$ cat src/rtl/core/c39_pkg.sv
// ----------------------------------------------------------------------------
// c39_pkg
// Shared types, constants and the symbol pattern table of the bar run
// generator.
// ----------------------------------------------------------------------------
package c39_pkg;

  localparam int unsigned QDepth = 2;
  localparam int unsigned QPtrW  = $clog2(QDepth);

  localparam int unsigned CharW   = 8;
  localparam int unsigned PatW    = 9;
  localparam int unsigned PixW    = 16;
  localparam int unsigned LenW    = 12;
  localparam int unsigned NarrowW = 8;
  localparam int unsigned WideW   = 10;
  localparam int unsigned GapW    = 8;
  localparam int unsigned ElemW   = $clog2(PatW);
  localparam int unsigned CfgIdxW = 3;
  localparam int unsigned CfgW    = 16;
  localparam int unsigned OutDataW = 32;

  // configuration register indexes
  localparam logic [CfgIdxW-1:0] CfgMargin = 3'd0;
  localparam logic [CfgIdxW-1:0] CfgNarrow = 3'd1;
  localparam logic [CfgIdxW-1:0] CfgWide   = 3'd2;
  localparam logic [CfgIdxW-1:0] CfgGap    = 3'd3;
  localparam logic [CfgIdxW-1:0] CfgLight  = 3'd4;
  localparam logic [CfgIdxW-1:0] CfgDark   = 3'd5;

  // pattern literals: leftmost bit is the first (dark) element, 1 = wide
  localparam logic [PatW-1:0] StarPattern  = 9'b010010100;
  localparam logic [PatW-1:0] SpacePattern = 9'b011000100;

  typedef struct packed {
    logic [LenW-1:0]    margin;
    logic [NarrowW-1:0] narrow;
    logic [WideW-1:0]   wide;
    logic [GapW-1:0]    gap;
    logic [PixW-1:0]    light;
    logic [PixW-1:0]    dark;
  } cfg_t;

  typedef struct packed {
    logic [PatW-1:0] pattern;
    logic            first;
    logic            last;
  } job_t;

  function automatic logic [PatW-1:0] char_pattern(input logic [CharW-1:0] c);
    logic [CharW-1:0] u;
    logic [PatW-1:0]  p;
    u = c;
    if (c >= 8'h61 && c <= 8'h7a) begin
      u = c - 8'h20;
    end
    case (u)
      8'h24: p = 9'b010101000;
      8'h25: p = 9'b000101010;
      8'h2a: p = StarPattern;
      8'h2b: p = 9'b010001010;
      8'h7c: p = 9'b010000101;
      8'h2d: p = 9'b010000101;
      8'h2e: p = 9'b110000100;
      8'h2f: p = 9'b010100010;
      8'h30: p = 9'b000110100;
      8'h31: p = 9'b100100001;
      8'h32: p = 9'b001100001;
      8'h33: p = 9'b101100000;
      8'h34: p = 9'b000110001;
      8'h35: p = 9'b100110000;
      8'h36: p = 9'b001110000;
      8'h37: p = 9'b000100101;
      8'h38: p = 9'b100100100;
      8'h39: p = 9'b001100100;
      8'h41: p = 9'b100001001;
      8'h42: p = 9'b001001001;
      8'h43: p = 9'b101001000;
      8'h44: p = 9'b000011001;
      8'h45: p = 9'b100011000;
      8'h46: p = 9'b001011000;
      8'h47: p = 9'b000001101;
      8'h48: p = 9'b100001100;
      8'h49: p = 9'b001001100;
      8'h4a: p = 9'b000011100;
      8'h4b: p = 9'b100000011;
      8'h4c: p = 9'b001000011;
      8'h4d: p = 9'b101000010;
      8'h4e: p = 9'b000010011;
      8'h4f: p = 9'b100010010;
      8'h50: p = 9'b001010010;
      8'h51: p = 9'b000000111;
      8'h52: p = 9'b100000110;
      8'h53: p = 9'b001000110;
      8'h54: p = 9'b000010110;
      8'h55: p = 9'b110000001;
      8'h56: p = 9'b011000001;
      8'h57: p = 9'b111000000;
      8'h58: p = 9'b010010001;
      8'h59: p = 9'b110010000;
      8'h5a: p = 9'b011010000;
      default: p = SpacePattern;
    endcase
    return p;
  endfunction

endpackage

$ cat src/rtl/core/c39_front.sv
// ----------------------------------------------------------------------------
// c39_front
// Input side: accept a character transaction, look up its symbol pattern and
// queue the job for the run sequencer.
// ----------------------------------------------------------------------------
module c39_front (
  input  logic                          s_axis_tvalid,
  output logic                          s_axis_tready,
  input  logic [c39_pkg::CharW-1:0]     s_axis_tdata,
  input  logic                          s_axis_tuser,
  input  logic                          s_axis_tlast,
  input  logic                          q_full_i,
  output logic                          q_push_o,
  output c39_pkg::job_t                 q_job_o
);

  assign s_axis_tready     = !q_full_i;
  assign q_push_o          = s_axis_tvalid && !q_full_i;
  assign q_job_o.pattern   = c39_pkg::char_pattern(s_axis_tdata);
  assign q_job_o.first     = s_axis_tuser;
  assign q_job_o.last      = s_axis_tlast;

endmodule

$ cat src/rtl/core/c39_fifo.sv
// ----------------------------------------------------------------------------
// c39_fifo
// Short job queue between the input side and the run sequencer.
// ----------------------------------------------------------------------------
module c39_fifo (
  input  logic          clk_i,
  input  logic          rst_ni,
  input  logic          push_i,
  input  c39_pkg::job_t wr_job_i,
  input  logic          pop_i,
  output c39_pkg::job_t rd_job_o,
  output logic          full_o,
  output logic          empty_o
);

  c39_pkg::job_t                 mem_q [c39_pkg::QDepth];
  logic [c39_pkg::QPtrW-1:0]     wr_ptr_q, wr_ptr_d;
  logic [c39_pkg::QPtrW-1:0]     rd_ptr_q, rd_ptr_d;
  logic [c39_pkg::QPtrW:0]       count_q, count_d;
  logic                          do_push, do_pop;

  assign full_o   = (count_q == (c39_pkg::QPtrW+1)'(c39_pkg::QDepth));
  assign empty_o  = (count_q == '0);
  assign do_push  = push_i && !full_o;
  assign do_pop   = pop_i && !empty_o;
  assign rd_job_o = mem_q[rd_ptr_q];

  always_comb begin
    wr_ptr_d = wr_ptr_q;
    rd_ptr_d = rd_ptr_q;
    count_d  = count_q;
    if (do_push) begin
      wr_ptr_d = (wr_ptr_q == (c39_pkg::QPtrW)'(c39_pkg::QDepth - 1)) ? '0 : wr_ptr_q + 1'b1;
    end
    if (do_pop) begin
      rd_ptr_d = (rd_ptr_q == (c39_pkg::QPtrW)'(c39_pkg::QDepth - 1)) ? '0 : rd_ptr_q + 1'b1;
    end
    if (do_push && !do_pop) begin
      count_d = count_q + 1'b1;
    end else if (do_pop && !do_push) begin
      count_d = count_q - 1'b1;
    end
  end

  always_ff @(posedge clk_i or negedge rst_ni) begin
    if (!rst_ni) begin
      wr_ptr_q <= '0;
      rd_ptr_q <= '0;
      count_q  <= '0;
    end else begin
      wr_ptr_q <= wr_ptr_d;
      rd_ptr_q <= rd_ptr_d;
      count_q  <= count_d;
    end
  end

  always_ff @(posedge clk_i) begin
    if (do_push) begin
      mem_q[wr_ptr_q] <= wr_job_i;
    end
  end

endmodule

$ cat src/rtl/core/c39_back.sv
// ----------------------------------------------------------------------------
// c39_back
// Run sequencer: take a job from the queue and emit its bar runs, one per
// cycle while the output is not stalled, through a registered output stage.
// ----------------------------------------------------------------------------
module c39_back (
  input  logic                             clk_i,
  input  logic                             rst_ni,
  input  c39_pkg::cfg_t                    cfg_i,
  input  logic                             q_empty_i,
  input  c39_pkg::job_t                    q_job_i,
  output logic                             q_pop_o,
  output logic                             m_axis_tvalid,
  input  logic                             m_axis_tready,
  output logic [c39_pkg::OutDataW-1:0]     m_axis_tdata,
  output logic                             m_axis_tlast
);

  typedef enum logic [2:0] {
    PhIdle,
    PhMarginHead,
    PhStart,
    PhGapHead,
    PhChar,
    PhGap,
    PhStop,
    PhMarginTail
  } phase_e;

  phase_e                          phase_q, phase_d;
  logic [c39_pkg::ElemW-1:0]       elem_q, elem_d;
  logic [c39_pkg::PatW-1:0]        pat_q;
  logic                            last_q;
  logic                            m_valid_q;
  logic [c39_pkg::PixW-1:0]        pix_q, pix_d;
  logic [c39_pkg::LenW-1:0]        len_q, len_d;
  logic                            eob_q, eob_d;
  logic                            out_free;
  logic                            emit;
  logic                            elem_done;
  logic                            wide_bit;
  logic [c39_pkg::PatW-1:0]        cur_pat;
  logic [c39_pkg::ElemW-1:0]       bit_idx;
  logic [c39_pkg::LenW-1:0]        elem_len;
  logic [c39_pkg::PixW-1:0]        elem_pix;

  assign out_free  = !m_valid_q || m_axis_tready;
  assign emit      = (phase_q != PhIdle);
  assign q_pop_o   = (phase_q == PhIdle) && !q_empty_i;
  assign elem_done = (elem_q == (c39_pkg::ElemW)'(c39_pkg::PatW - 1));
  assign cur_pat   = (phase_q == PhChar) ? pat_q : c39_pkg::StarPattern;
  assign bit_idx   = (c39_pkg::ElemW)'(c39_pkg::PatW - 1) - elem_q;
  assign wide_bit  = cur_pat[bit_idx];
  assign elem_len  = wide_bit ? {2'b00, cfg_i.wide} : {4'h0, cfg_i.narrow};
  assign elem_pix  = elem_q[0] ? cfg_i.light : cfg_i.dark;

  always_comb begin
    phase_d = phase_q;
    elem_d  = elem_q;
    pix_d   = cfg_i.light;
    len_d   = elem_len;
    eob_d   = 1'b0;
    case (phase_q)
      PhIdle: begin
        len_d = '0;
      end
      PhMarginHead: begin
        len_d   = cfg_i.margin;
        phase_d = PhStart;
        elem_d  = '0;
      end
      PhStart, PhChar, PhStop: begin
        pix_d  = elem_pix;
        elem_d = elem_q + 1'b1;
        if (elem_done) begin
          elem_d = '0;
          case (phase_q)
            PhStart: phase_d = PhGapHead;
            PhChar:  phase_d = PhGap;
            default: phase_d = PhMarginTail;
          endcase
        end
      end
      PhGapHead: begin
        len_d   = {4'h0, cfg_i.gap};
        phase_d = PhChar;
        elem_d  = '0;
      end
      PhGap: begin
        len_d   = {4'h0, cfg_i.gap};
        eob_d   = !last_q;
        phase_d = last_q ? PhStop : PhIdle;
        elem_d  = '0;
      end
      PhMarginTail: begin
        len_d   = cfg_i.margin;
        eob_d   = 1'b1;
        phase_d = PhIdle;
      end
      default: begin
        phase_d = PhIdle;
      end
    endcase
  end

  always_ff @(posedge clk_i or negedge rst_ni) begin
    if (!rst_ni) begin
      phase_q   <= PhIdle;
      elem_q    <= '0;
      m_valid_q <= 1'b0;
      eob_q     <= 1'b0;
    end else begin
      if (q_pop_o) begin
        phase_q <= q_job_i.first ? PhMarginHead : PhChar;
        elem_q  <= '0;
      end else if (emit && out_free) begin
        phase_q <= phase_d;
        elem_q  <= elem_d;
      end
      if (out_free) begin
        m_valid_q <= emit;
        eob_q     <= eob_d;
      end
    end
  end

  always_ff @(posedge clk_i) begin
    if (q_pop_o) begin
      pat_q  <= q_job_i.pattern;
      last_q <= q_job_i.last;
    end
    if (out_free) begin
      pix_q <= pix_d;
      len_q <= len_d;
    end
  end

  assign m_axis_tvalid = m_valid_q;
  assign m_axis_tdata  = {4'h0, len_q, pix_q};
  assign m_axis_tlast  = eob_q;

  a_elem_range: assert property (@(posedge clk_i) disable iff (!rst_ni)
    elem_q <= (c39_pkg::ElemW)'(c39_pkg::PatW - 1))
    else $error("element counter out of range");

  a_gap_to_char: assert property (@(posedge clk_i) disable iff (!rst_ni)
    (phase_q == PhGapHead && out_free) |=> (phase_q == PhChar && elem_q == '0))
    else $error("leading gap not followed by the character symbol");

  a_tail_ends_burst: assert property (@(posedge clk_i) disable iff (!rst_ni)
    (phase_q == PhMarginTail && out_free) |=> (m_valid_q && eob_q && phase_q == PhIdle))
    else $error("trailing quiet zone not marked as burst end");

  a_stall_holds_phase: assert property (@(posedge clk_i) disable iff (!rst_ni)
    (phase_q != PhIdle && !out_free) |=> $stable(phase_q) && $stable(elem_q))
    else $error("sequencer advanced while output stalled");

endmodule

$ cat src/rtl/core/code39_bar_run_generator_core.sv
// ----------------------------------------------------------------------------
// code39_bar_run_generator_core
// Code 39 bar run generator: one character in, its bar runs out.
// ----------------------------------------------------------------------------
// Input channel s_axis: one character per transaction, tuser flags the first
// character of a line (quiet zone, start symbol and gap in front), tlast the
// last one (stop symbol and quiet zone behind its gap).
// Output channel m_axis: one bar run per transaction, pixel value and run
// length in tdata, tlast on the final run of each input character.
// Configuration: write cfg_wdata_i to register cfg_idx_i while cfg_we_i is
// high; write only while the block is idle.
// Throughput: the sequencer emits one run per cycle while the output is not
// stalled, and fetches each job from the two-entry queue in an idle state in
// which no run is emitted. An accepted character passes through the queue,
// the phase register and the output register before its first run appears.
// A stalled receiver holds the output register and the sequencer; the queue
// keeps taking characters until it is full.
// Reset clears the queue and sequencer and loads the register defaults.
// ----------------------------------------------------------------------------
module code39_bar_run_generator_core (
  input  logic                              clk_i,
  input  logic                              rst_ni,
  input  logic                              cfg_we_i,
  input  logic [c39_pkg::CfgIdxW-1:0]       cfg_idx_i,
  input  logic [c39_pkg::CfgW-1:0]          cfg_wdata_i,
  input  logic                              s_axis_tvalid,
  output logic                              s_axis_tready,
  input  logic [c39_pkg::CharW-1:0]         s_axis_tdata,  // [7:0] char_code
  input  logic                              s_axis_tuser,  // [0] is_first
  input  logic                              s_axis_tlast,
  output logic                              m_axis_tvalid,
  input  logic                              m_axis_tready,
  output logic [c39_pkg::OutDataW-1:0]      m_axis_tdata,  // [15:0] pixel_value,
                                                           // [27:16] run_length
  output logic                              m_axis_tlast
);

  c39_pkg::cfg_t cfg_q;
  c39_pkg::job_t push_job;
  c39_pkg::job_t head_job;
  logic          q_push;
  logic          q_pop;
  logic          q_full;
  logic          q_empty;

  always_ff @(posedge clk_i or negedge rst_ni) begin
    if (!rst_ni) begin
      cfg_q.margin <= 12'd200;
      cfg_q.narrow <= 8'd8;
      cfg_q.wide   <= 10'd16;
      cfg_q.gap    <= 8'd8;
      cfg_q.light  <= 16'd4095;
      cfg_q.dark   <= 16'd0;
    end else if (cfg_we_i) begin
      case (cfg_idx_i)
        c39_pkg::CfgMargin: cfg_q.margin <= cfg_wdata_i[c39_pkg::LenW-1:0];
        c39_pkg::CfgNarrow: cfg_q.narrow <= cfg_wdata_i[c39_pkg::NarrowW-1:0];
        c39_pkg::CfgWide:   cfg_q.wide   <= cfg_wdata_i[c39_pkg::WideW-1:0];
        c39_pkg::CfgGap:    cfg_q.gap    <= cfg_wdata_i[c39_pkg::GapW-1:0];
        c39_pkg::CfgLight:  cfg_q.light  <= cfg_wdata_i;
        c39_pkg::CfgDark:   cfg_q.dark   <= cfg_wdata_i;
        default: ;
      endcase
    end
  end

  c39_front u_front (
    .s_axis_tvalid (s_axis_tvalid),
    .s_axis_tready (s_axis_tready),
    .s_axis_tdata  (s_axis_tdata),
    .s_axis_tuser  (s_axis_tuser),
    .s_axis_tlast  (s_axis_tlast),
    .q_full_i      (q_full),
    .q_push_o      (q_push),
    .q_job_o       (push_job)
  );

  c39_fifo u_fifo (
    .clk_i    (clk_i),
    .rst_ni   (rst_ni),
    .push_i   (q_push),
    .wr_job_i (push_job),
    .pop_i    (q_pop),
    .rd_job_o (head_job),
    .full_o   (q_full),
    .empty_o  (q_empty)
  );

  c39_back u_back (
    .clk_i         (clk_i),
    .rst_ni        (rst_ni),
    .cfg_i         (cfg_q),
    .q_empty_i     (q_empty),
    .q_job_i       (head_job),
    .q_pop_o       (q_pop),
    .m_axis_tvalid (m_axis_tvalid),
    .m_axis_tready (m_axis_tready),
    .m_axis_tdata  (m_axis_tdata),
    .m_axis_tlast  (m_axis_tlast)
  );

endmodule

$ cat config.mk
export PLATFORM = sky130hd
export DESIGN_NAME = code39_bar_run_generator_core
export DESIGN_NICKNAME = d
export VERILOG_FILES = /design/src/rtl/core/c39_pkg.sv /design/src/rtl/core/c39_front.sv /design/src/rtl/core/c39_fifo.sv /design/src/rtl/core/c39_back.sv /design/src/rtl/core/code39_bar_run_generator_core.sv
export SDC_FILE = /design/constraint.sdc
export NUM_CORES = 1
export LEC_CHECK = 0
export BUFFER_PORTS_ARGS = -buffer_cell sky130_fd_sc_hd__buf_2
export CAP_MARGIN = 0
export CORE_MARGIN = 5
export CORE_UTILIZATION = 50
export CTS_CLUSTER_DIAMETER = 40
export DETAILED_ROUTE_END_ITERATION = 8
export GPL_ROUTABILITY_DRIVEN = 0
export PLACE_DENSITY = 0.72
export SYNTH_ARGS = -nofsm -noshare
export SYNTH_HDL_FRONTEND = slang
export SYNTH_SLANG_ARGS = --single-unit
$ cat constraint.sdc
create_clock -name clk_i -period 2.2 [get_ports clk_i]
set_input_delay 0.55 -clock clk_i [delete_from_list [all_inputs] [get_ports clk_i]]
set_output_delay 0.55 -clock clk_i [all_outputs]
set_load 0.05 [all_outputs]
==> results by group <==
CTS
  • Clk sinks: 143
  • CTS tree: built
  • Hold-fix buffers, CTS: 0
  • CTS root buf: clkbuf_16
  • Clock Path Buffers: 2
  • Worst-Skew Late Latency: 0.43 ns
  • Total CTS buffers: 17
  • Clk slew on worst S/H paths: 0.06 ns
  • Max H-tree Level: 4

Synth
  • Synth cell types: 61
  • Async S/R FF share, synth: 0.580
  • Warnings, synthesis: 0
  • Seq/Total Area, Yosys: 0.565
  • Synth cell count leaders: mux2_2 (96), dfrtp_1 (65), edfxtp_1 (60)
  • Synth top area share: 0.261
  • Top FF cell, synth: dfrtp_1
  • Cell with the most instances after synthesis: mux2_2
  • Area leader, netlist: edfxtp_1
  • FF+latch count, synth: 143
  • EDFF count, synth: 60
  • Largest cells by area after synthesis: edfxtp_1 (26%), dfrtp_1 (24%), mux2_2 (16%), dfstp_2 (6.8%), nand2_1 (2.1%)
  • Synth Area per Inst: 12.6 sq um
  • Cell Area, Synth: 6910 sq um
  • Cells after synthesis: 547

Finish
  • Post-route cell area: 8380 sq um
  • # fillers: 1,048
  • ANT cells: 0
  • NumNets Final: 693
  • Share of layout cells above drive strength 1: 0.424
  • Synth-to-layout area growth: 21.3%

Job
  • Max-cap viol count: 0

GRT
  • Pin count of the biggest net entering global routing: 36
  • Number of global-route vias before repair: 4,907
  • Gr usage total: 0.186
  • Antenna violations before repair: 0
  • Total gr overflow: 0
  • First-pass GRT wire length: 24.0 mm

Setup path
  • Crit path kind: register to register
  • Critical path capture point type: register
  • Setup crit start: u_back.elem_q[0]
  • CP Data Required Time: 2.37 ns
  • Crit Reg-Reg Startpoint: u_back.elem_q[0]
  • Critical Path Start Type: register
  • Worst EP arrival: 2.32 ns
  • CP max FO: 8

Placement
  • Port bufs: 64
  • Pre-CTS setup slack: -0.219 ns
  • Dpl hpwl: 10.0 mm
  • Placed cell areas: 7730 sq um

Hold path
  • Hold Path Class: primary input to asynchronous set/reset pin

Floorplan
  • Die X: 128 um
  • Initial Utilization: 0.504
  • Core area: 13,700 sq um
  • Std-Cell Rows: 43
  • Number of I/O pins: 69
  • DIE AREA: 16,300 sq um
  • Vert. Die Dim: 128 um

Power and ir drop
  • Pwr/cell area: 1340 nW/um^2
  • Total Power Consumption: 11,200 uW
  • Max VDD drop: 0.678 mV
  • P_leak: 0.00343 uW

Route
  • Routed WL: 14.3 mm
  • DRC Markers: 0
  • Initial DRC count: 315
  • Drt wl/cell: 17.0 um
  • DR pass1 iterations: 4
  • Via density per instance: 5.55
  • Antenna-violating nets left: 0
  • Total number of vias: 4,675

STA
  • Unrepaired setup endpoints after global routing: yes
  • Pin slew with the least headroom to its limit: 0.600 ns
  • Fin crit share: 0.978
  • Max-slew violations: 0
  • Post-Route Skew: 0.0180 ns
  • Final min period: 2.15 ns
  • Final hold vios: 0
  • Final setup viols: 0
  • Final worst setup slack: 0.0489 ns
  • Relative slew slack: 0.595
  • Fmax: 465 MHz

Status
  • Outcome: completed
per-stage QoR:
step	std cells	TNS [ns]	hold WS, ns	utilization
3_5_place_dp	808	-2.66	0.489	0.563
2_1_floorplan	550	0	0.254	-
3_3_place_gp	808	-0.603	0.480	0.563
6_report	842	0	0.0634	0.611
5_1_grt	842	-0.0349	0.0984	0.611
4_1_cts	841	0	0.0893	0.609
flip-flops by register name, indices dropped and copies added (netlist names), 2 cells and up:
name and cells:
u_back.phase_q 3, u_back.pat_q 9, u_back.elem_q 4, u_fifo.mem_q 22, u_fifo.count_q 2, cfg_q 70
u_back.pix_q 16, u_back.len_q 12
report_power, final:
part / internal [uW] / leakage, uW / switching (uW)
Clock: 1720 / 0.000286 / 1120
Combinational: 1740 / 0.00161 / 2560
Sequential: 3750 / 0.00154 / 332
Total: 7210 / 0.00343 / 4010
final timing paths:
check,slack (ns),cells past startpoint,end
min in group clk_i,0.32,1,u_fifo.mem_q[1][1]
hold / removal,0.06,1,cfg_q[29]
hold reg to reg,0.50,1,u_fifo.wr_ptr_q
setup / recovery,0.05,9,u_back.len_q[3]
max in group asynchronous,1.48,2,cfg_q[24]
setup reg to reg,0.05,9,u_back.len_q[3]
final cells by class:
| type | count | area (sq um) | share of cell area |
|---|---|---|---|
| Sequential cell | 143 | 3900 | 0.466 |
| Timing Repair Buffer | 113 | 719 | 0.0859 |
| Multi-Input combinational cell | 358 | 2880 | 0.344 |
| Clock buffer | 19 | 443 | 0.0529 |
| Tap cell | 180 | 225 | 0.0269 |
| Clock inverter | 13 | 149 | 0.0178 |
| Inverter | 16 | 60.1 | 0.00717 |
cell families (layout without fill, tap and decap cells):
logic type / Yosys count / after routing / synth area share
xor+xnor: 9 / 9 / 0.0114
compound gates: 111 / 111 / 0.108
other cells: 1 / 4 / 0.000543
simple gates: 114 / 114 / 0.0855
buf+inv: 49 / 161 / 0.0312
mux: 110 / 110 / 0.180
flops: 143 / 143 / 0.565
fa+ha+maj: 10 / 10 / 0.0181
worst max-delay path, stage by stage, from the launching register on:
cell	delay, ns
dfrtp_1	0.36
inv_2	0.06
buf_4	0.13
buf_4	0.14
a211o_1	0.28
a31o_1	0.25
a31oi_4	0.23
nand2_2	0.08
buf_6	0.15
o221a_1	0.23
routing by layer:
layer	share of wire	up-vias	track usage	wire length, um
met5	0	-	0	0
met4	0.011	0	0.0587	160
met3	0.045	15	0.0493	644
met2	0.52	103	0.314	7400
met1	0.43	2329	0.235	6130
li1	-	2228	-	-
repair_timing:
| action | CTS | global route |
|---|---|---|
| pin swaps | 1 | 10 |
| resized for setup | 5 | 7 |
| endpoints found under the setup margin | 3 | 10 |
| setup buffers | 1 | 2 |
cells in the final DEF (no fill, tap or decap), types with 3 or more instances in the layout:
master and n:
and3_1 3, edfxtp_1 60, mux2i_1 12, ha_1 9
clkbuf_16 17, o21a_1 3, buf_4 47, nor2b_1 6
dfstp_2 18, inv_6 5, and2_1 5, o221a_1 8
conb_1 4, o211ai_1 4, nand4_1 3, xnor2_1 6
nand3_1 5, mux2_2 96, a21boi_0 3, a21oi_1 29
inv_1 14, o22ai_1 4, nand2_1 38, a21o_1 3
nand2b_1 8, a31oi_1 3, buf_2 63, a211o_1 3
dfrtp_1 65, o21ai_0 28, xor2_1 3, nor3_1 5
nor3_2 5, o41ai_1 3, nor2_1 18
No activity file was read; power rests on OpenSTA's default activity.
